$ cat src/hw/rtl/assert_macros.svh
// Assertion helper macros used by the datapath of the cursor sequence buffer.
// Expects signals named clk and rst_n in the including module.
`ifndef ASSERT_MACROS_SVH
`define ASSERT_MACROS_SVH

// Check a property on every rising edge outside reset.
`define CSB_ASSERT(label, prop, msg) \
    label: assert property (@(posedge clk) disable iff (!rst_n) (prop)) else $error(msg);

// Check that a condition implies another one on the next edge.
`define CSB_ASSERT_NEXT(label, cond, prop, msg) \
    label: assert property (@(posedge clk) disable iff (!rst_n) (cond) |=> (prop)) \
        else $error(msg);

`endif

$ cat src/hw/rtl/csb_pkg.sv
// Shared types and codes for the cursor sequence buffer.
// No dependencies; used by the controller, the datapath and the top level.
package csb_pkg;

    localparam int DEF_CAPACITY   = 32;
    localparam int DEF_WORD_WIDTH = 32;
    localparam int ENTRY_W        = 32;
    localparam int WORD_MAX_W     = 64;
    localparam int CMD_W          = 3;
    localparam int COUNT_OUT_W    = 6;
    localparam int COUNT_EXT_W    = 16;

    // Command codes on the input channel
    localparam logic [CMD_W-1:0] CMD_START   = 3'd0;
    localparam logic [CMD_W-1:0] CMD_ADVANCE = 3'd1;
    localparam logic [CMD_W-1:0] CMD_INSERT  = 3'd2;
    localparam logic [CMD_W-1:0] CMD_ATTACH  = 3'd3;
    localparam logic [CMD_W-1:0] CMD_REMOVE  = 3'd4;

    // Datapath operations issued by the controller
    localparam int OP_W = 4;
    localparam logic [OP_W-1:0] DP_NOP      = 4'd0;
    localparam logic [OP_W-1:0] DP_LATCH    = 4'd1;
    localparam logic [OP_W-1:0] DP_START    = 4'd2;
    localparam logic [OP_W-1:0] DP_ADVANCE  = 4'd3;
    localparam logic [OP_W-1:0] DP_REJECT   = 4'd4;
    localparam logic [OP_W-1:0] DP_PREP_INS = 4'd5;
    localparam logic [OP_W-1:0] DP_PREP_ATT = 4'd6;
    localparam logic [OP_W-1:0] DP_SU_RD    = 4'd7;
    localparam logic [OP_W-1:0] DP_SU_WR    = 4'd8;
    localparam logic [OP_W-1:0] DP_PUT      = 4'd9;
    localparam logic [OP_W-1:0] DP_PREP_REM = 4'd10;
    localparam logic [OP_W-1:0] DP_SD_RD    = 4'd11;
    localparam logic [OP_W-1:0] DP_SD_WR    = 4'd12;
    localparam logic [OP_W-1:0] DP_REM_DONE = 4'd13;
    localparam logic [OP_W-1:0] DP_RD_CUR   = 4'd14;

    typedef struct packed {
        logic [OP_W-1:0] op;
        logic            out_load;
    } csb_ctl_t;

    typedef struct packed {
        logic [CMD_W-1:0] cmd;
        logic             on_item;
        logic             full;
        logic             up_more;
        logic             down_more;
        logic             out_free;
    } csb_status_t;

endpackage

$ cat src/hw/rtl/cursor_sequence_buffer.sv
// Top level of the cursor sequence buffer: an ordered word list with a cursor.
// Depends on csb_pkg, csb_ctrl and csb_datapath.
//
//   channel   dir   handshake              beat fields
//   --------  ----  ---------------------  -------------------------------------------
//   in        in    in_valid / in_ready    command, entry
//   out       out   out_valid / out_ready  current_word, has_current, entry_count,
//                                          rejected
//
// Sequence: for start, advance, a rejected insert or attach, a remove with no current item
//   and unknown commands the controller steps from accept through dispatch, RAM read and
//   result load, which waits until the output register is free; then the next command is taken.
// Insert and attach add a write of the new word plus a read and a write for each entry moved
//   up; removing the current entry adds a count update plus a read and a write for each entry
//   moved down, each through the single-port-pair storage RAM.
// Reset clears cursor, count and the result valid flag; storage contents stay undefined and
//   are never read before they are written, so no clearing pass is run.
// One command is in flight at a time; a finished result waits in the output register
//   while out_ready is low, and the next command is accepted meanwhile.
module cursor_sequence_buffer
    import csb_pkg::*;
#(
    parameter int CAPACITY   = DEF_CAPACITY,
    parameter int WORD_WIDTH = DEF_WORD_WIDTH
) (
    input  logic                   clk,
    input  logic                   rst_n,
    input  logic                   in_valid,
    output logic                   in_ready,
    input  logic [CMD_W-1:0]       command,
    input  logic [ENTRY_W-1:0]     entry,
    output logic                   out_valid,
    input  logic                   out_ready,
    output logic [ENTRY_W-1:0]     current_word,
    output logic                   has_current,
    output logic [COUNT_OUT_W-1:0] entry_count,
    output logic                   rejected
);

    // command and status between the sequencer and the datapath
    csb_ctl_t    ctl;
    csb_status_t st;

    csb_ctrl u_ctrl (
        .clk      (clk),
        .rst_n    (rst_n),
        .in_valid (in_valid),
        .in_ready (in_ready),
        .st       (st),
        .ctl      (ctl)
    );

    csb_datapath #(
        .CAPACITY   (CAPACITY),
        .WORD_WIDTH (WORD_WIDTH)
    ) u_datapath (
        .clk          (clk),
        .rst_n        (rst_n),
        .ctl          (ctl),
        .st           (st),
        .command      (command),
        .entry        (entry),
        .out_valid    (out_valid),
        .out_ready    (out_ready),
        .current_word (current_word),
        .has_current  (has_current),
        .entry_count  (entry_count),
        .rejected     (rejected)
    );

endmodule

$ cat src/hw/rtl/csb_ram.sv
// Generic single-write, single-read RAM with registered read data.
// No dependencies.
module csb_ram #(
    parameter int WIDTH = 32,
    parameter int DEPTH = 32
) (
    input  logic                     clk,
    input  logic                     wr_en,
    input  logic [$clog2(DEPTH)-1:0] wr_addr,
    input  logic [WIDTH-1:0]         wr_data,
    input  logic                     rd_en,
    input  logic [$clog2(DEPTH)-1:0] rd_addr,
    output logic [WIDTH-1:0]         rd_data
);

    logic [WIDTH-1:0] mem [DEPTH];

    always_ff @(posedge clk)
    begin
        if (wr_en)
        begin
            mem[wr_addr] <= wr_data;
        end
        if (rd_en)
        begin
            rd_data <= mem[rd_addr];
        end
    end

endmodule

$ cat src/hw/rtl/csb_ctrl.sv
// Controller state machine of the cursor sequence buffer.
// Depends on csb_pkg; drives the datapath by operation codes.
module csb_ctrl
    import csb_pkg::*;
(
    input  logic        clk,
    input  logic        rst_n,
    input  logic        in_valid,
    output logic        in_ready,
    input  csb_status_t st,
    output csb_ctl_t    ctl
);

    localparam logic [3:0] S_IDLE     = 4'd0;
    localparam logic [3:0] S_DISPATCH = 4'd1;
    localparam logic [3:0] S_SU_RD    = 4'd2;
    localparam logic [3:0] S_SU_WR    = 4'd3;
    localparam logic [3:0] S_SD_RD    = 4'd4;
    localparam logic [3:0] S_SD_WR    = 4'd5;
    localparam logic [3:0] S_READ     = 4'd6;
    localparam logic [3:0] S_RESP     = 4'd7;

    logic [3:0] state_reg;
    logic [3:0] state_next;

    assign in_ready = (state_reg == S_IDLE);

    always_comb
    begin
        state_next   = state_reg;
        ctl.op       = DP_NOP;
        ctl.out_load = 1'b0;
        unique case (state_reg)
            S_IDLE:
            begin
                if (in_valid)
                begin
                    ctl.op     = DP_LATCH;
                    state_next = S_DISPATCH;
                end
            end
            S_DISPATCH:
            begin
                state_next = S_READ;
                case (st.cmd)
                    CMD_START:   ctl.op = DP_START;
                    CMD_ADVANCE: ctl.op = DP_ADVANCE;
                    CMD_INSERT:
                    begin
                        if (st.full)
                        begin
                            ctl.op = DP_REJECT;
                        end
                        else
                        begin
                            ctl.op     = DP_PREP_INS;
                            state_next = S_SU_RD;
                        end
                    end
                    CMD_ATTACH:
                    begin
                        if (st.full)
                        begin
                            ctl.op = DP_REJECT;
                        end
                        else
                        begin
                            ctl.op     = DP_PREP_ATT;
                            state_next = S_SU_RD;
                        end
                    end
                    CMD_REMOVE:
                    begin
                        if (st.on_item)
                        begin
                            ctl.op     = DP_PREP_REM;
                            state_next = S_SD_RD;
                        end
                    end
                    default: ctl.op = DP_NOP;
                endcase
            end
            S_SU_RD:
            begin
                // open the gap from the tail down, then drop the new word in
                if (st.up_more)
                begin
                    ctl.op     = DP_SU_RD;
                    state_next = S_SU_WR;
                end
                else
                begin
                    ctl.op     = DP_PUT;
                    state_next = S_READ;
                end
            end
            S_SU_WR:
            begin
                ctl.op     = DP_SU_WR;
                state_next = S_SU_RD;
            end
            S_SD_RD:
            begin
                if (st.down_more)
                begin
                    ctl.op     = DP_SD_RD;
                    state_next = S_SD_WR;
                end
                else
                begin
                    ctl.op     = DP_REM_DONE;
                    state_next = S_READ;
                end
            end
            S_SD_WR:
            begin
                ctl.op     = DP_SD_WR;
                state_next = S_SD_RD;
            end
            S_READ:
            begin
                ctl.op     = DP_RD_CUR;
                state_next = S_RESP;
            end
            S_RESP:
            begin
                if (st.out_free)
                begin
                    ctl.out_load = 1'b1;
                    state_next   = S_IDLE;
                end
            end
            default:
            begin
                state_next = S_IDLE;
            end
        endcase
    end

    always_ff @(posedge clk or negedge rst_n)
    begin
        if (!rst_n)
        begin
            state_reg <= S_IDLE;
        end
        else
        begin
            state_reg <= state_next;
        end
    end

endmodule

$ cat src/hw/rtl/csb_datapath.sv
// Datapath of the cursor sequence buffer: cursor, count, shift index, storage, result beat.
// Depends on csb_pkg, csb_ram and assert_macros.svh.
`include "assert_macros.svh"

module csb_datapath
    import csb_pkg::*;
#(
    parameter int CAPACITY   = DEF_CAPACITY,
    parameter int WORD_WIDTH = DEF_WORD_WIDTH
) (
    input  logic                   clk,
    input  logic                   rst_n,
    input  csb_ctl_t               ctl,
    output csb_status_t            st,
    input  logic [CMD_W-1:0]       command,
    input  logic [ENTRY_W-1:0]     entry,
    output logic                   out_valid,
    input  logic                   out_ready,
    output logic [ENTRY_W-1:0]     current_word,
    output logic                   has_current,
    output logic [COUNT_OUT_W-1:0] entry_count,
    output logic                   rejected
);

    localparam int ADDR_W = $clog2(CAPACITY);
    localparam int CNT_W  = $clog2(CAPACITY + 1);
    localparam logic [CNT_W-1:0] CNT_ONE = CNT_W'(1);
    localparam logic [CNT_W-1:0] CNT_CAP = CNT_W'(CAPACITY);

    logic [CNT_W-1:0]      cursor_reg, cursor_next;
    logic [CNT_W-1:0]      count_reg, count_next;
    logic [CNT_W-1:0]      idx_reg, idx_next;
    logic [CMD_W-1:0]      cmd_reg, cmd_next;
    logic [WORD_WIDTH-1:0] word_reg, word_next;
    logic                  rej_reg, rej_next;
    logic                  out_valid_reg;
    logic [ENTRY_W-1:0]    cur_word_reg;
    logic                  has_cur_reg;
    logic [COUNT_OUT_W-1:0] count_out_reg;
    logic                  rej_out_reg;

    logic [CNT_W-1:0]       idx_inc, idx_dec;
    logic                   on_item;
    logic [WORD_MAX_W-1:0]  entry_ext, rd_ext;
    logic [COUNT_EXT_W-1:0] count_ext;

    logic                  ram_wr_en, ram_rd_en;
    logic [ADDR_W-1:0]     ram_wr_addr, ram_rd_addr;
    logic [WORD_WIDTH-1:0] ram_wr_data, ram_rd_data;

    assign idx_inc   = idx_reg + CNT_ONE;
    assign idx_dec   = idx_reg - CNT_ONE;
    assign on_item   = (cursor_reg < count_reg);
    assign entry_ext = WORD_MAX_W'(entry);
    assign rd_ext    = WORD_MAX_W'(ram_rd_data);
    assign count_ext = COUNT_EXT_W'(count_reg);

    assign st.cmd       = cmd_reg;
    assign st.on_item   = on_item;
    assign st.full      = (count_reg == CNT_CAP);
    assign st.up_more   = (idx_reg > cursor_reg);
    assign st.down_more = (idx_inc < count_reg);
    assign st.out_free  = !out_valid_reg || out_ready;

    always_comb
    begin
        cursor_next = cursor_reg;
        count_next  = count_reg;
        idx_next    = idx_reg;
        cmd_next    = cmd_reg;
        word_next   = word_reg;
        rej_next    = rej_reg;
        ram_wr_en   = 1'b0;
        ram_wr_addr = idx_reg[ADDR_W-1:0];
        ram_wr_data = ram_rd_data;
        ram_rd_en   = 1'b0;
        ram_rd_addr = cursor_reg[ADDR_W-1:0];
        unique case (ctl.op)
            DP_LATCH:
            begin
                cmd_next  = command;
                word_next = entry_ext[WORD_WIDTH-1:0];
                rej_next  = 1'b0;
            end
            DP_START:
            begin
                cursor_next = '0;
            end
            DP_ADVANCE:
            begin
                if (on_item)
                begin
                    cursor_next = cursor_reg + CNT_ONE;
                end
            end
            DP_REJECT:
            begin
                rej_next = 1'b1;
            end
            DP_PREP_INS:
            begin
                cursor_next = on_item ? cursor_reg : '0;
                idx_next    = count_reg;
            end
            DP_PREP_ATT:
            begin
                cursor_next = on_item ? (cursor_reg + CNT_ONE) : count_reg;
                idx_next    = count_reg;
            end
            DP_SU_RD:
            begin
                ram_rd_en   = 1'b1;
                ram_rd_addr = idx_dec[ADDR_W-1:0];
            end
            DP_SU_WR:
            begin
                ram_wr_en = 1'b1;
                idx_next  = idx_dec;
            end
            DP_PUT:
            begin
                ram_wr_en   = 1'b1;
                ram_wr_addr = cursor_reg[ADDR_W-1:0];
                ram_wr_data = word_reg;
                count_next  = count_reg + CNT_ONE;
            end
            DP_PREP_REM:
            begin
                idx_next = cursor_reg;
            end
            DP_SD_RD:
            begin
                ram_rd_en   = 1'b1;
                ram_rd_addr = idx_inc[ADDR_W-1:0];
            end
            DP_SD_WR:
            begin
                ram_wr_en = 1'b1;
                idx_next  = idx_inc;
            end
            DP_REM_DONE:
            begin
                count_next = count_reg - CNT_ONE;
            end
            DP_RD_CUR:
            begin
                ram_rd_en = on_item;
            end
            default:
            begin
            end
        endcase
    end

    csb_ram #(
        .WIDTH (WORD_WIDTH),
        .DEPTH (CAPACITY)
    ) u_ram (
        .clk     (clk),
        .wr_en   (ram_wr_en),
        .wr_addr (ram_wr_addr),
        .wr_data (ram_wr_data),
        .rd_en   (ram_rd_en),
        .rd_addr (ram_rd_addr),
        .rd_data (ram_rd_data)
    );

    always_ff @(posedge clk or negedge rst_n)
    begin
        if (!rst_n)
        begin
            cursor_reg    <= '0;
            count_reg     <= '0;
            out_valid_reg <= 1'b0;
        end
        else
        begin
            cursor_reg <= cursor_next;
            count_reg  <= count_next;
            if (ctl.out_load)
            begin
                out_valid_reg <= 1'b1;
            end
            else if (out_ready)
            begin
                out_valid_reg <= 1'b0;
            end
        end
    end

    always_ff @(posedge clk)
    begin
        idx_reg  <= idx_next;
        cmd_reg  <= cmd_next;
        word_reg <= word_next;
        rej_reg  <= rej_next;
        if (ctl.out_load)
        begin
            cur_word_reg  <= on_item ? rd_ext[ENTRY_W-1:0] : '0;
            has_cur_reg   <= on_item;
            count_out_reg <= count_ext[COUNT_OUT_W-1:0];
            rej_out_reg   <= rej_reg;
        end
    end

    assign out_valid    = out_valid_reg;
    assign current_word = cur_word_reg;
    assign has_current  = has_cur_reg;
    assign entry_count  = count_out_reg;
    assign rejected     = rej_out_reg;

    `CSB_ASSERT(a_count_bound, count_reg <= CNT_CAP, "count above capacity")
    `CSB_ASSERT(a_cursor_bound, cursor_reg <= count_reg, "cursor beyond count")
    `CSB_ASSERT_NEXT(a_put_grows, ctl.op == DP_PUT,
                     count_reg == $past(count_reg) + CNT_ONE, "insert did not grow count")

endmodule
$ cat config.mk
export PLATFORM = sky130hd
export DESIGN_NAME = cursor_sequence_buffer
export DESIGN_NICKNAME = d
export VERILOG_FILES = /design/src/hw/rtl/csb_pkg.sv /design/src/hw/rtl/cursor_sequence_buffer.sv /design/src/hw/rtl/csb_ram.sv /design/src/hw/rtl/csb_ctrl.sv /design/src/hw/rtl/csb_datapath.sv
export VERILOG_INCLUDE_DIRS = /design/src /design/src/hw/rtl
export SDC_FILE = /design/constraint.sdc
export NUM_CORES = 1
export LEC_CHECK = 0
export ABC_AREA = 1
export BUFFER_PORTS_ARGS = -buffer_cell sky130_fd_sc_hd__buf_4
export CORE_MARGIN = 2
export CORE_UTILIZATION = 34
export DETAILED_ROUTE_END_ITERATION = 10
export GPL_TIMING_DRIVEN = 0
export SKIP_CTS_REPAIR_TIMING = 1
export SLEW_MARGIN = 10
export SYNTH_ARGS = -nofsm -noshare
export SYNTH_HDL_FRONTEND = slang
export SYNTH_HIERARCHICAL = 1
export SYNTH_SLANG_ARGS = --single-unit
$ cat constraint.sdc
create_clock -name clk -period 5.6 [get_ports clk]
set_input_delay 1.68 -clock clk [delete_from_list [all_inputs] [get_ports clk]]
set_output_delay 1.68 -clock clk [all_outputs]
set_load 0.05 [all_outputs]
# Word level (Yosys, flattened, before mapping)
# Memories as Yosys holds them, arrays and structs flattened. A register that Yosys moved wholly into a read port is not among the register bits.
# Index checks and enable logic that the tools add are counted.
# word_totals
reg_bits	99
mem_bits_rw	1024
elab_cells	100
n_memories	1
# op_classes
n_addsub	5
n_lt_le_gt_ge	3
eq_ne	30
n_mux	34
n_reduce_logical	15
# mem_list
memory	words	width	rd	rd_ports_with_merged_regs	write_ports	line_no	source
u_datapath.u_ram.mem	32	32	1	1	1	csb_ram.sv:16	logic [WIDTH-1:0] mem [DEPTH];
# ops
operator	n
6-bit one-hot mux with 4 select lines	2
4-bit by 3-bit equality test with 1-bit output, second input constant	8
32-bit two-way mux	1
4-bit one-hot mux with 8 select lines	1
4-bit equality test, second input constant	7
4-bit one-hot mux with 7 select lines	1
4-bit one-hot mux with 5 select lines	1
6-bit by 1-bit adder with 6-bit output, second input constant	3
6-bit two-way mux	3
4-bit by 2-bit equality test with 1-bit output, second input constant	4
4-bit two-way mux	4
6-bit < comparator	2
6-bit one-hot mux with 2 select lines	1
6-bit by 1-bit subtractor with 6-bit output, second input constant	2
5-bit one-hot mux with 2 select lines	1
1-bit two-way mux	9
3-bit two-way mux	3
4-bit by 1-bit equality test with 1-bit output, second input constant	2
4-bit one-hot mux with 2 select lines	1
4-bit nonzero test	2
3-bit by 2-bit equality test with 1-bit output, second input constant	2
6-bit equality test, second input constant	1
6-bit > comparator	1
2-bit two-way mux	3
15 further kinds	22

# Logic depth before layout (Yosys ltp)
# logic_depth
depth_word	9
mapped_depth	31
ltp_nobuf	28

# Modules after synthesis
# The synthesis kept the hierarchy.
# by_module_without_submodules
mod	instances	cells_per_inst	area_per_inst_um2	seq_area_each_um2
csb_ram	1	3536	42726.0	31710.4
csb_datapath	1	534	5001.0	2787.7
csb_ctrl	1	76	410.4	75.1

# Least setup slack after synthesis
# No wires, ideal clock.
# synth_path
kind	in2reg
startpoint	input port in_valid
endpoint	register u_datapath.u_ram.rd_data[0], read port of u_datapath.u_ram.mem (enable)
setup_ps	470
arrival_time_ps	4704
t_required_ps	5130
setup_slack_ps	426
cell_stages	9
n_path_buf	0
cell_sequence	inv_1 nand2_1 nand2_1 o21ai_0 inv_1 nand2_1 inv_2 nand2_1 o31ai_1
# synth_rtl
element	line_no	source
start: declaration	cursor_sequence_buffer.sv:28	input logic in_valid,
end: declaration	csb_ram.sv:13	output logic [WIDTH-1:0] rd_data

==> results by group <==
Critical path
  – CP Class: reg2reg
  – Worst R2R End: u_datapath/u_ram/mem[22][10]
  – Crit path from: u_datapath/idx_reg[1]
  – Worst Setup End Kind: flip-flop
  – Critical R2R Launch: u_datapath/idx_reg[1]
  – CP Launch Type: flip-flop
  – Register-to-Register Path Depth: 16
  – Flop2flop setup slack: 100 ps
  – Arrival @ worst endpoint: 5910 ps
  – Worst endpoint required time: 6010 ps
  – CP max FO: 21
  – Critical Path Sink: u_datapath/u_ram/mem[22][10]

Floorplan
  – Chip width: 380.3 microns
  – FP Rows: 138
  – Die footprint: 0.1446 sq mm
  – Ports: 81
  – Initial Util: 34.12%
  – Core ar.: 0.1411 sq mm
  – Die Y: 380.3 microns

Synthesis
  – Post-synth EDFFs: 1138
  – Post-Syn Nets: 4205
  – Synth cell types: 43
  – Synth Area in Compound Gates: 1.014%
  – Syn Area/Cell: 11.61 sq um
  – Primary FF master, synth: edfxtp_1
  – Seq/Total Area, Yosys: 71.82%
  – Post-Syn Area: 0.04814 sq mm
  – Mux contribution to synthesized area: 0%
  – Synth warnings: 6
  – Post-Synth Simple-Gate Area: 22.22%
  – Cells after Synth: 4146
  – Post-Synth Adder-Cell Area: 0.5198%
  – Largest family of logic cells by synthesized area: simple AND/OR/NAND/NOR gates
  – XOR/XNOR share of the synthesized area: 0.2001%
  – Post-synth ARST share: 1.386%
  – Seq cells post-synth: 1154

CTS
  – CTS buffer count: 117
  – CTS tree: done
  – Worst skew pair latency: 740 ps
  – CTS max path bufs: 3
  – Clock transition at the registers of the reported paths: 60 ps
  – # H-tree levels: 3
  – Clk sinks: 1154
  – Clock Root Buffer: clkbuf_16

Routing
  – DRT met1 WL: 60.59 mm
  – Post-DRT Antenna Nets: 0
  – Initial drt markers: 4314
  – Via density: 5.161
  – DR top layer: met4
  – Final WL: 151.4 mm
  – DRC: 0
  – Wire length on met2: 69.07 mm
  – Pre-antenna DRT Iters: 8
  – Wire length on met3: 15.66 mm
  – Via count: 33200
  – Routed length per instance: 23.53 microns

Layout
  – P&R area growth vs syn: 20.48%
  – Fillers: 13060
  – Top reg by flops: u_datapath/u_ram/mem
  – Max reg flops: 1024
  – Share of layout cells above drive strength 1: 14.95%
  – Post-Layout Cell Count: 6434
  – Fin nets: 4502

STA
  – Fin crit period: 5498 ps
  – Slew HR: 36.23%
  – Total negative slack: 0 ps
  – Worst slew pin tran: 956.6 ps
  – Achievable clock frequency: 0.1819 GHz
  – RSZ-0062 raised after global routing: yes
  – Final hold vios: 0
  – Fin crit share: 98.18%
  – Clock skew: 33.11 ps
  – Setup violators final: 0
  – Max-slew violations: 0
  – Hold Slack: 468.2 ps

Placed design
  – Post-DP HPWL: 105.5 mm
  – Placed cells: 6184
  – Number of port buffers: 80
  – Placer congestion estimate: 0.9690

Global route
  – First-pass GRT wire length: 215.8 mm
  – Total GRT Usage: 20.39%
  – Initial antenna violation count: 3
  – Largest net degree at the start of global routing: 33
  – Gr ovfl total: 0
  – Number of global-route vias before repair: 31100

Worst hold path
  – HP Class: reg2reg

Flow run
  – Max cap viols: 0

Status
  – Status: complete, no violations
-- kinds of logic (layout without fill, tap and decap cells) --
| kind of cell | Yosys count | in the layout |
|---|---|---|
| buffers and inverters | 337 | 734 |
| other | 0 | 1 |
| adders and majority gates | 20 | 20 |
| DFF | 1154 | 1154 |
| and+or+nand+nor | 2536 | 2536 |
| xor gates and xnor gates | 11 | 11 |
| AOI/OAI and AO/OA | 88 | 88 |
-- layer usage --
layer,GRT usage (%),up-vias
met1,27.77,16160
met5,0,-
met4,8.142,0
met3,4.161,295
met2,31.90,1732
li1,-,15010
-- layout by cell type, fill, tap and decap left out, types with 4 or more instances in the layout --
cell type      n
clkinv_2      16
xor2_1        10
buf_1          9
buf_12        54
nand2_1     1564
nor2_2         9
ha_1          20
buf_4        119
nor2_4        38
edfxtp_1    1138
nand2_2        5
a21oi_1       11
dfrtp_1       15
clkbuf_2      20
o21ai_0       23
o21ai_1        5
nand3_1      801
clkinv_1      28
clkinvlp_4     7
nor2_1        93
nand3_2        8
inv_1         93
buf_6         70
buf_16        29
buf_8          4
nand4_1        7
clkbuf_4      13
buf_2         79
clkbuf_16    119
a21oi_4       32
inv_2          7
nand2_4        4
bufinv_16     24
clkbuf_1      27
-- metrics by stage --
stage               utilization, %  setup slack, ps  cell area (sq um)
CTS                          40.73           -295.6              57460
detailed placement           37.79           -312.5              53310
floorplan                        -            426.4              48140
global placement             36.23            -2221              51100
finish                       41.11            101.7              58000
global route                 41.11           -291.6              57990
-- critical path, cell delays in order, from the launching register on --
cell,delay (ps)
edfxtp_1,530
ha_1,270
nand3_1,90
xor2_1,310
ha_1,310
nand4_1,100
o221a_2,220
nand3b_1,150
nand4_1,190
nor2_1,230
nand2_1,140
buf_2,210
buf_2,230
o21ai_0,750
nand3_1,520
nor2_4,610
buf_12,270
-- worst min-delay path by stage --
stage                     slack [ps]  cells after the start                from             endpoint
after floorplan                  400                      0  u_datapath/rej_reg  u_datapath/rejected
final                            470                      0  u_datapath/rej_reg  u_datapath/rejected
after detailed placement         460                      0  u_datapath/rej_reg  u_datapath/rejected
after global placement           450                      0  u_datapath/rej_reg  u_datapath/rejected
after global routing             480                      0  u_datapath/rej_reg  u_datapath/rejected
after CTS                        480                      0  u_datapath/rej_reg  u_datapath/rejected
-- area by class of cell --
type / instances / area, sq um / area share, %
inverters: 104 / 406.6 / 0.7012
repair buffers: 178 / 2600 / 4.483
clock inverters: 84 / 1087 / 1.875
well taps: 1890 / 2365 / 4.077
multi-input cells: 2655 / 12190 / 21.02
plain buffers: 233 / 1700 / 2.932
clock buffers: 135 / 3068 / 5.290
diodes: 1 / 2.502 / 0.004315
flip-flops and latches: 1154 / 34570 / 59.62
-- synth_stat cells, types with 2 or more instances --
| cell type | instances | area, sq um |
|---|---|---|
| dfrtp_1 | 16 | 400.4 |
| o21ai_0 | 25 | 125.1 |
| nor2_2 | 6 | 37.54 |
| nor2_4 | 4 | 45.04 |
| buf_8 | 3 | 45.04 |
| a21oi_1 | 43 | 215.2 |
| nand2_4 | 4 | 45.04 |
| buf_1 | 18 | 67.56 |
| o31ai_1 | 2 | 15.01 |
| nor2_1 | 130 | 488.0 |
| xor2_1 | 10 | 87.58 |
| inv_2 | 7 | 26.28 |
| inv_1 | 94 | 352.8 |
| ha_1 | 20 | 250.2 |
| edfxtp_1 | 1138 | 34170 |
| inv_4 | 2 | 12.51 |
| buf_6 | 68 | 765.7 |
| nand3b_1 | 3 | 22.52 |
| clkbuf_1 | 26 | 97.59 |
| o211ai_1 | 3 | 22.52 |
| nand4_1 | 7 | 43.79 |
| buf_2 | 93 | 465.5 |
| buf_4 | 25 | 187.7 |
| nand2_1 | 1565 | 5874 |
| o22ai_1 | 3 | 18.77 |
| o21ai_1 | 3 | 15.01 |
| nand2_2 | 4 | 25.02 |
| nand3_2 | 4 | 40.04 |
| nand3_1 | 805 | 4029 |
| o2111ai_1 | 2 | 17.52 |
Power is left out: the tool's default activity adds up to more than one toggle a clock period on the data nets, which glitch-free logic cannot reach.
